--- src/rtl/core/kotp_pkg.sv ---
`timescale 1ns / 1ps

package kotp_pkg;

	// Field widths.
	localparam int unsigned BCD_W  = 7;
	localparam int unsigned SECS_W = 7;
	localparam int unsigned WORD_W = 32;
	localparam int unsigned LAG_W  = 31;
	localparam int unsigned CODE_W = 14;

	// Generator constants.
	localparam logic [WORD_W-1:0] WEYL_STEP = 32'd1411392427;

	// Reset values. The Weyl register holds the count already advanced by one
	// step, so that its increment stays out of the result path.
	localparam logic [WORD_W-1:0] WEYL_AHEAD_INIT = 32'd123456789 + WEYL_STEP;
	localparam logic [WORD_W-1:0] SHIFT_INIT      = 32'd234567891;
	localparam logic [LAG_W-1:0]  LAG_OLDER_INIT  = 31'd345678912;
	localparam logic [LAG_W-1:0]  LAG_NEWER_INIT  = 31'd456789123;

	// Code range: residue modulo CODE_SPAN, then offset by CODE_MIN.
	localparam logic [CODE_W-1:0] CODE_MIN  = 14'd1001;
	localparam logic [CODE_W-1:0] CODE_MAX  = 14'd9999;
	localparam logic [CODE_W-1:0] CODE_SPAN = CODE_MAX + 14'd1 - CODE_MIN;

	// Reciprocal for the modulo: floor(2^45 / 8999). The estimated quotient
	// is at most one below the true quotient for any 32-bit word.
	localparam int unsigned       RECIP_SHIFT = 45;
	localparam logic [WORD_W-1:0] RECIP_MULT  = 32'd3909809099;
	localparam int unsigned       QUOT_W      = 2 * WORD_W - RECIP_SHIFT;

	// Residue before correction lies below twice the span.
	localparam int unsigned REM_W = CODE_W + 1;

	// Load enables of the two reduction stages.
	typedef struct packed {
		logic load_s2;
		logic load_s3;
	} kotp_stage_en_t;

	// Two BCD digits to binary; an out-of-range low digit is taken as it is.
	function automatic logic [SECS_W-1:0] bcd_to_bin(input logic [BCD_W-1:0] bcd);
		logic [SECS_W-1:0] hi;
		logic [SECS_W-1:0] lo;
		hi = {4'b0000, bcd[6:4]};
		lo = {3'b000, bcd[3:0]};
		return (hi << 3) + (hi << 1) + lo;
	endfunction

endpackage

--- src/rtl/core/kotp_generator.sv ---
`timescale 1ns / 1ps

module kotp_generator (
	input  logic                             clk,
	input  logic                             arst_n,
	input  logic                             step,
	input  logic [kotp_pkg::BCD_W-1:0]       clock_seconds_bcd,
	output logic [kotp_pkg::WORD_W-1:0]      sum_word
);

	logic [kotp_pkg::WORD_W-1:0] weyl_ahead_q;
	logic [kotp_pkg::WORD_W-1:0] shift_q;
	logic [kotp_pkg::LAG_W-1:0]  lag_older_q;
	logic [kotp_pkg::LAG_W-1:0]  lag_newer_q;
	logic                        carry_q;

	logic [kotp_pkg::WORD_W-1:0] xs_a;
	logic [kotp_pkg::WORD_W-1:0] xs_b;
	logic [kotp_pkg::WORD_W-1:0] xs_next;
	logic [kotp_pkg::WORD_W-1:0] awc_sum;
	logic [kotp_pkg::SECS_W-1:0] secs;

	// Xorshift step with logical shifts.
	always_comb begin
		xs_a    = shift_q ^ (shift_q << 5);
		xs_b    = xs_a ^ (xs_a >> 7);
		xs_next = xs_b ^ (xs_b << 22);
	end

	// Add-with-carry step; bit 31 becomes the new carry.
	assign awc_sum = {1'b0, lag_older_q} + {1'b0, lag_newer_q}
		+ {{(kotp_pkg::WORD_W-1){1'b0}}, carry_q};

	assign secs = kotp_pkg::bcd_to_bin(clock_seconds_bcd);

	// Output word of this step, from the advanced state and the seconds.
	assign sum_word = weyl_ahead_q + xs_next
		+ {1'b0, awc_sum[kotp_pkg::LAG_W-1:0]}
		+ {{(kotp_pkg::WORD_W-kotp_pkg::SECS_W){1'b0}}, secs};

	// Generator state advances once per accepted request.
	always_ff @(posedge clk or negedge arst_n) begin
		if (!arst_n) begin
			weyl_ahead_q <= kotp_pkg::WEYL_AHEAD_INIT;
			shift_q      <= kotp_pkg::SHIFT_INIT;
			lag_older_q  <= kotp_pkg::LAG_OLDER_INIT;
			lag_newer_q  <= kotp_pkg::LAG_NEWER_INIT;
			carry_q      <= 1'b0;
		end else if (step) begin
			weyl_ahead_q <= weyl_ahead_q + kotp_pkg::WEYL_STEP;
			shift_q      <= xs_next;
			lag_older_q  <= lag_newer_q;
			lag_newer_q  <= awc_sum[kotp_pkg::LAG_W-1:0];
			carry_q      <= awc_sum[kotp_pkg::WORD_W-1];
		end
	end

endmodule

--- src/rtl/core/kotp_mod_reduce.sv ---
`timescale 1ns / 1ps

module kotp_mod_reduce (
	input  logic                            clk,
	input  kotp_pkg::kotp_stage_en_t        en,
	input  logic [kotp_pkg::WORD_W-1:0]     word_s1,
	output logic [kotp_pkg::WORD_W-1:0]     word_s3,
	output logic [kotp_pkg::CODE_W-1:0]     code_s3
);

	logic [2*kotp_pkg::WORD_W-1:0] prod;
	logic [kotp_pkg::QUOT_W-1:0]   quot_s2;
	logic [kotp_pkg::WORD_W-1:0]   word_s2;
	logic [kotp_pkg::WORD_W-1:0]   back_mul;
	logic [kotp_pkg::WORD_W-1:0]   diff;
	logic [kotp_pkg::REM_W-1:0]    rem_raw;
	logic [kotp_pkg::REM_W-1:0]    rem_fix;
	logic [kotp_pkg::CODE_W-1:0]   code_next;

	// Quotient estimate by multiplying with the reciprocal.
	assign prod = {{kotp_pkg::WORD_W{1'b0}}, word_s1}
		* {{kotp_pkg::WORD_W{1'b0}}, kotp_pkg::RECIP_MULT};

	always_ff @(posedge clk) begin
		if (en.load_s2) begin
			quot_s2 <= prod[2*kotp_pkg::WORD_W-1:kotp_pkg::RECIP_SHIFT];
			word_s2 <= word_s1;
		end
	end

	// Residue, with one correction since the estimate may be one short.
	always_comb begin
		back_mul = {{(kotp_pkg::WORD_W-kotp_pkg::QUOT_W){1'b0}}, quot_s2}
			* {{(kotp_pkg::WORD_W-kotp_pkg::CODE_W){1'b0}}, kotp_pkg::CODE_SPAN};
		diff    = word_s2 - back_mul;
		rem_raw = diff[kotp_pkg::REM_W-1:0];
		if (rem_raw >= {1'b0, kotp_pkg::CODE_SPAN}) begin
			rem_fix = rem_raw - {1'b0, kotp_pkg::CODE_SPAN};
		end else begin
			rem_fix = rem_raw;
		end
		code_next = rem_fix[kotp_pkg::CODE_W-1:0] + kotp_pkg::CODE_MIN;
	end

	always_ff @(posedge clk) begin
		if (en.load_s3) begin
			word_s3 <= word_s2;
			code_s3 <= code_next;
		end
	end

endmodule

--- src/rtl/core/kiss_otp_code_generator.sv ---
`timescale 1ns / 1ps
// Channel | Direction | Handshake           | Payload
// in      | input     | in_valid, in_stall  | clock_seconds_bcd[6:0]
// out     | output    | out_valid, out_stall| random_word[31:0], otp_code[13:0]
//
// One request per cycle is accepted while in_stall is low. Each result
// passes s1, s2 and s3, reciprocal multiply and back-multiply in between.
// The generator state advances in the cycle a request is accepted.
// Reset is asynchronous and active low; it clears the stage valid bits and
// restores the generator seeds.
// A stall on the output holds the result; stages behind it keep filling
// until the pipeline is full, after which in_stall is raised.

module kiss_otp_code_generator (
	input  logic                            clk,
	input  logic                            arst_n,
	input  logic                            in_valid,
	output logic                            in_stall,
	input  logic [kotp_pkg::BCD_W-1:0]      clock_seconds_bcd,
	output logic                            out_valid,
	input  logic                            out_stall,
	output logic [kotp_pkg::WORD_W-1:0]     random_word,
	output logic [kotp_pkg::CODE_W-1:0]     otp_code
);

	logic                        valid_s1;
	logic                        valid_s2;
	logic                        valid_s3;
	logic                        ready_s1;
	logic                        ready_s2;
	logic                        ready_s3;
	logic                        in_take;
	logic [kotp_pkg::WORD_W-1:0] sum_word;
	logic [kotp_pkg::WORD_W-1:0] word_s1;
	kotp_pkg::kotp_stage_en_t    stage_en;

	// A stage can load when it is empty or its contents move on.
	assign ready_s3 = !valid_s3 || !out_stall;
	assign ready_s2 = !valid_s2 || ready_s3;
	assign ready_s1 = !valid_s1 || ready_s2;
	assign in_stall = !ready_s1;
	assign in_take  = in_valid && ready_s1;

	assign stage_en.load_s2 = ready_s2;
	assign stage_en.load_s3 = ready_s3;

	// Generator state and the sum for the incoming request.
	kotp_generator u_generator (
		.clk               (clk),
		.arst_n            (arst_n),
		.step              (in_take),
		.clock_seconds_bcd (clock_seconds_bcd),
		.sum_word          (sum_word)
	);

	always_ff @(posedge clk) begin
		if (ready_s1) begin
			word_s1 <= sum_word;
		end
	end

	// Modulo reduction to the four-digit code.
	kotp_mod_reduce u_mod_reduce (
		.clk     (clk),
		.en      (stage_en),
		.word_s1 (word_s1),
		.word_s3 (random_word),
		.code_s3 (otp_code)
	);

	// Stage valid bits.
	always_ff @(posedge clk or negedge arst_n) begin
		if (!arst_n) begin
			valid_s1 <= 1'b0;
			valid_s2 <= 1'b0;
			valid_s3 <= 1'b0;
		end else begin
			if (ready_s1) begin
				valid_s1 <= in_valid;
			end
			if (ready_s2) begin
				valid_s2 <= valid_s1;
			end
			if (ready_s3) begin
				valid_s3 <= valid_s2;
			end
		end
	end

	assign out_valid = valid_s3;

`ifndef NO_ASSERTIONS
	// A delivered code always lies in the four-digit range.
	a_code_range: assert property (@(posedge clk) disable iff (!arst_n)
		out_valid |-> (otp_code >= kotp_pkg::CODE_MIN) && (otp_code <= kotp_pkg::CODE_MAX))
		else $error("otp_code outside 1001..9999");

	// Input is held off only when every stage is occupied and the output stalls.
	a_stall_full: assert property (@(posedge clk) disable iff (!arst_n)
		in_stall |-> valid_s1 && valid_s2 && valid_s3 && out_stall)
		else $error("in_stall raised with a free stage");

	// An accepted request occupies the first stage in the next cycle.
	a_take_fills: assert property (@(posedge clk) disable iff (!arst_n)
		(in_valid && !in_stall) |=> valid_s1)
		else $error("accepted request lost at first stage");
`endif

endmodule
--- config.mk ---
export PLATFORM = sky130hd
export DESIGN_NAME = kiss_otp_code_generator
export DESIGN_NICKNAME = d
export VERILOG_FILES = /design/src/rtl/core/kotp_pkg.sv /design/src/rtl/core/kotp_generator.sv /design/src/rtl/core/kotp_mod_reduce.sv /design/src/rtl/core/kiss_otp_code_generator.sv
export SDC_FILE = /design/constraint.sdc
export NUM_CORES = 2
export LEC_CHECK = 0
export BUFFER_PORTS_ARGS = -buffer_cell sky130_fd_sc_hd__buf_2
export CORE_ASPECT_RATIO = 1.75
export CORE_MARGIN = 1
export CORE_UTILIZATION = 58
export CTS_CLUSTER_SIZE = 12
export DETAILED_ROUTE_END_ITERATION = 16
export PLACE_DENSITY = 0.74
export SYNTH_ARGS = -nofsm -noshare
export SYNTH_HDL_FRONTEND = slang
export SYNTH_SLANG_ARGS = --single-unit
export TNS_END_PERCENT = 5
--- constraint.sdc ---
create_clock -name clk -period 9 [get_ports clk]
set_input_delay 0.9 -clock clk [delete_from_list [all_inputs] [get_ports clk]]
set_output_delay 0.9 -clock clk [all_outputs]
set_load 0.005 [all_outputs]
======== Yosys cells after proc, flatten, opt, wreduce, memory -nomap -nowiden ========
Cells that the tools add are included.
cells by class
  add/sub/neg operators ................... 11
  multiply operators ...................... 2
  magnitude comparators ................... 1
  bitwise operators ....................... 3
  reductions and logical operators ........ 9
  mux-type cells .......................... 1
operator list
  kind                                                                                    number
  32-bit by 32-bit multiplier with 64-bit output (second input constant)                  1
  32-bit bitwise XOR                                                                      2
  31-bit by 31-bit adder with 32-bit output                                               1
  32-bit by 1-bit adder with 32-bit output                                                1
  32-bit by 31-bit adder with 32-bit output                                               1
  32-bit by 31-bit adder with 32-bit output (second input constant)                       1
  32-bit adder                                                                            1
  32-bit by 7-bit adder with 32-bit output                                                1
  32-bit by 25-bit bitwise XOR with 32-bit output                                         1
  19-bit by 14-bit multiplier with 15-bit output (second input constant)                  1
  15-bit by 14-bit greater-or-equal comparator with 1-bit output (second input constant)  1
  15-bit subtractor                                                                       1
  14-bit by 10-bit adder with 14-bit output (second input constant)                       1
  14-bit two-way mux                                                                      1
  14-bit subtractor (second input constant)                                               1
  6-bit by 4-bit adder with 7-bit output                                                  1
  7-bit by 4-bit adder with 7-bit output                                                  1
  1-bit logical NOT                                                                       5
  1-bit logical OR                                                                        3
  1-bit logical AND                                                                       1
storage, ports and cells
  output and inout port bits .............. 48
  flip-flop bits (word level) ............. 259
  logic and storage cells ................. 40

======== Longest topological paths before layout ========
  depth in word-level cells ............... 6
  depth in mapped cells ................... 28
  mapped depth without buffers ............ 27

======== Modules after synthesis ========
From an unflattened synthesis, not the netlist that was laid out.
second synthesis, totals
  cell total of the unflattened synthesis .. 3,122
  area, all modules ....................... 33,654.8 um^2
by module, submodules not included
  module                   times used  cells each  area each (um^2)
  kotp_mod_reduce          1           1,969       22,008.6
  kotp_generator           1           1,110       10,560.1
  kiss_otp_code_generator  1           43          1,086.0

======== Worst setup path after synthesis ========
OpenSTA, ideal clock, no wires.
  path kind ............................... register to register
  from .................................... reg word_s1[27] (netlist name)
  to ...................................... reg u_mod_reduce.quot_s2[8] (netlist name) (data pin)
  cell stages (with the launch flop) ...... 27
  setup time .............................. 258 ps
  path slack .............................. 1,775 ps
  data arrival time ....................... 6,967 ps
  data required time ...................... 8,742 ps
  buffers on the path ..................... 0
  cells stage by stage .................... edfxtp_1 ha_1 inv_1 fa_1 fa_1 inv_1 fa_1 inv_1 fa_1 fa_1 inv_1 fa_1 inv_1 fa_1 inv_1 ha_1 a21o_1 a21oi_1 o21ai_0 a221oi_1 o211a_1 o221ai_1 a21oi_1 o21bai_1 or3_1 a31oi_1 xnor2_1
between the ends
  word-level cells in the longest chain between the ends .. 1
RTL lines
  what                                            RTL line                       source
  start: declaration                              kiss_otp_code_generator.sv:34  logic [kotp_pkg::WORD_W-1:0] word_s1;
  start signal: assignment                        kiss_otp_code_generator.sv:58  word_s1 <= sum_word;
  32-bit by 32-bit multiplier with 64-bit output  kotp_mod_reduce.sv:22          * {{kotp_pkg::WORD_W{1'b0}}, kotp_pkg::RECIP_MULT};
  named net u_mod_reduce.prod (one bit)           kotp_mod_reduce.sv:11          logic [2*kotp_pkg::WORD_W-1:0] prod;
  end signal: assignment                          kotp_mod_reduce.sv:26          quot_s2 <= prod[2*kotp_pkg::WORD_W-1:kotp_pkg::RECIP_SHIFT];
  end: declaration                                kotp_mod_reduce.sv:12          logic [kotp_pkg::QUOT_W-1:0] quot_s2;
The timed path passes the listed nets, and every way through them passes these cells.
A chain may end at the register's enable or synchronous reset.

======== Final worst setup path ========
  from .................................... reg word_s1[2] (netlist name)
  to ...................................... reg u_mod_reduce.quot_s2[8] (netlist name) (data pin)
Same word-level chain as after synthesis.

==> results.toml <==
[clock_tree]
clock_sinks = 255
postCtsHoldBufs = 0
cts_tree = "built"
cts-htree-levels = 1
cts_buffer_depth = 3
numCtsBuffers = 28
insertion_delay_ns = 0.62
clkTransAtPathRegs_ns = 0.07
postCtsSetupBuffers = 0
cts-root-buf = "clkbuf_16"
cts_resized = 0

[critical_path]
path_class = "flip-flop to flip-flop"
startpoint_type = "flip-flop"
critPathMaxFanout = 8
cp_common_cell = "fa_1"
worstPathArrival_ns = 8.75
end_kind = "flip-flop"
slowest_delay_ns = 0.62
required_ns = 9.37
cp_slowest_cell = "edfxtp_1"

[final_layout]
final_common_cell = "inv_1"
diodes = 0
layout_common_cells = "inv_1 (714), fa_1 (529), ha_1 (479)"
finalNetCount = 4189
area_growth_pct = 6.714
drive_above_1_share_pct = 7.018

[timing]
skew_ns = 0.01949
fmax_ghz = 0.1194
slew_violations = 0
slew_headroom_pct = 37.79
tightest_slew_ns = 0.9332
rsz0062_at_grt = "false"
period_minus_slack_ns = 8.377
final-hold-violation-count = 0
whs_ns = 0.2669
finalSetupViolations = 0
finalCritPeriodShare_pct = 93.08
timing.setup.tns_ns = 0

[global_routing]
grt_pass1_wl_mm = 139.3
grt_start_max_net_pins = 82
grt_overflow_total = 0
track_usage_pct = 33.13
grt_pass1_vias = 24680
antenna_found_initial = 0

[routing]
vias_per_cell = 5.600
drt_iter0_drc = 905
dr.pass1.iters = 5
drc_errors = 0
wl_mm = 90.77
vias = 21810
wl_per_cell_um = 23.31
drtAntennaViolNets = 0

[synthesis]
synthFlopType = "edfxtp_1"
synth_edf_count = 125
syn_area_sq_um = 32890
syn_inst = 3074
synth-seq-cells = 255
syn_area_per_cell_sq_um = 10.70
synth_area_leader_cell = "fa_1"
ys_types = 75
synthDominantCellAreaShare_pct = 32.20
syn_nets = 4093
ys_warn_count = 0
yosysSeqAreaShare_pct = 21.52
async_flop_share_pct = 50.98
ys_top_cells_by_area = "fa_1 (32%), ha_1 (18%), edfxtp_1 (11%)"

[floorplan]
die_h_um = 317.0
die_w_um = 182.0
rows = 115
start_util_pct = 58.61
io-pin-count = 59
core_area_sq_um = 56120
dieArea_sq_um = 57700

[placed_design]
dp_hpwl_mm = 79.48
io_buffers = 58
place_congestion = 1.038

[run_status]
outcome = "complete, no violations"

[worst_hold_path]
hold_path_class = "input pin to async pin"

[job]
maxCapViolCount = 0
critical path: cells and delay by family, from the launching register on:
kind                       cells  cell delay, ns
adders and majority gates      9            4.19
buffers and inverters          6            0.43
xor gates and xnor gates       1            0.09
AOI/OAI and AO/OA              9            2.44
DFF                            1            0.62
and+or+nand+nor                1            0.34
final timing paths:
path	to	slack, ns	depth (start not counted)	startpoint
max	u_mod_reduce.quot_s2[8]	0.62	26	word_s1[2]
min	u_generator.lag_newer_q[3]	0.27	1	arst_n
max reg2reg	u_mod_reduce.quot_s2[8]	0.62	26	word_s1[2]
min reg2reg	u_mod_reduce.word_s3[25]	0.42	0	u_mod_reduce.word_s2[25]
max in group asynchronous	u_generator.lag_older_q[12]	7.42	2	arst_n
min in group clk	u_mod_reduce.word_s3[25]	0.42	0	u_mod_reduce.word_s2[25]
flip-flops by register name, summed over array words and instances, names as in the netlist:
name                      cells
u_generator.shift_q          32
u_generator.weyl_ahead_q     32
u_mod_reduce.word_s2         32
u_mod_reduce.word_s3         32
word_s1                      32
u_generator.lag_newer_q      31
u_generator.lag_older_q      31
u_mod_reduce.quot_s2         15
u_mod_reduce.code_s3         14
out_valid                     1
u_generator.carry_q           1
valid_s1                      1
valid_s2                      1
cell usage after synthesis, drive strengths merged (3+ instances only):
library cell,n
nand3,35
and3,13
and2,11
o21bai,10
a21oi,78
nor2,83
o221ai,3
buf,10
a21boi,3
o31ai,3
o21a,25
inv,714
nor4,6
nor2b,15
o21ai,54
dfrtp,72
nand2,315
o211ai,9
a211oi,12
xnor2,164
o211a,3
a21o,42
edfxtp,125
a221oi,3
a31oi,12
dfstp,58
fa,529
clkbuf,15
or2,3
mux2,8
ha,479
or3,9
nor3,23
a41oi,4
o2111ai,3
nand4,7
o22ai,3
a31o,4
nand2b,14
xor2,63
logic make-up after synthesis:
kind of cell	count (synthesis)	share of synthesized area, %
adder cells (fa/ha/maj)	1008	50.42
AND/OR/NAND/NOR	544	7.186
buffers and inverters	739	8.460
flip-flops	255	21.52
multiplexers	8	0.2739
AO/OA/AOI/OAI	293	6.037
XOR/XNOR	227	6.102
layout make-up:
cell class	count	area, sq um
Multi-Input combinational cell	2080	23050
Fill cell	4607	21020
Sequential cell	255	7079
Inverter	714	2680
Tap cell	702	878.3
Clock buffer	44	794.5
Timing Repair Buffer	91	544.3
Clock inverter	8	76.32
metrics by stage:
step / utilization (%) / std cells / instance area, sq um / setup WS, ns
floorplan: - / 3074 / 32890 / 1.775
finish: 62.55 / 3894 / 35100 / 0.6229
global placement: 61.00 / 3842 / 34230 / 0.7733
detailed placement: 61.00 / 3842 / 34230 / 0.7047
CTS: 62.55 / 3894 / 35100 / 0.6599
global route: 62.55 / 3894 / 35100 / 0.3503
metal layers:
layer,track usage (%),vias up,routed length (um)
met5,0,-,0
met4,31.23,0,10260
met3,3.676,341,2725
met2,63.79,530,50060
met1,29.62,11050,27730
li1,-,9883,-
Power is not shown: default switching activity piles up to over one toggle a cycle in this logic, so the estimate is an artifact.
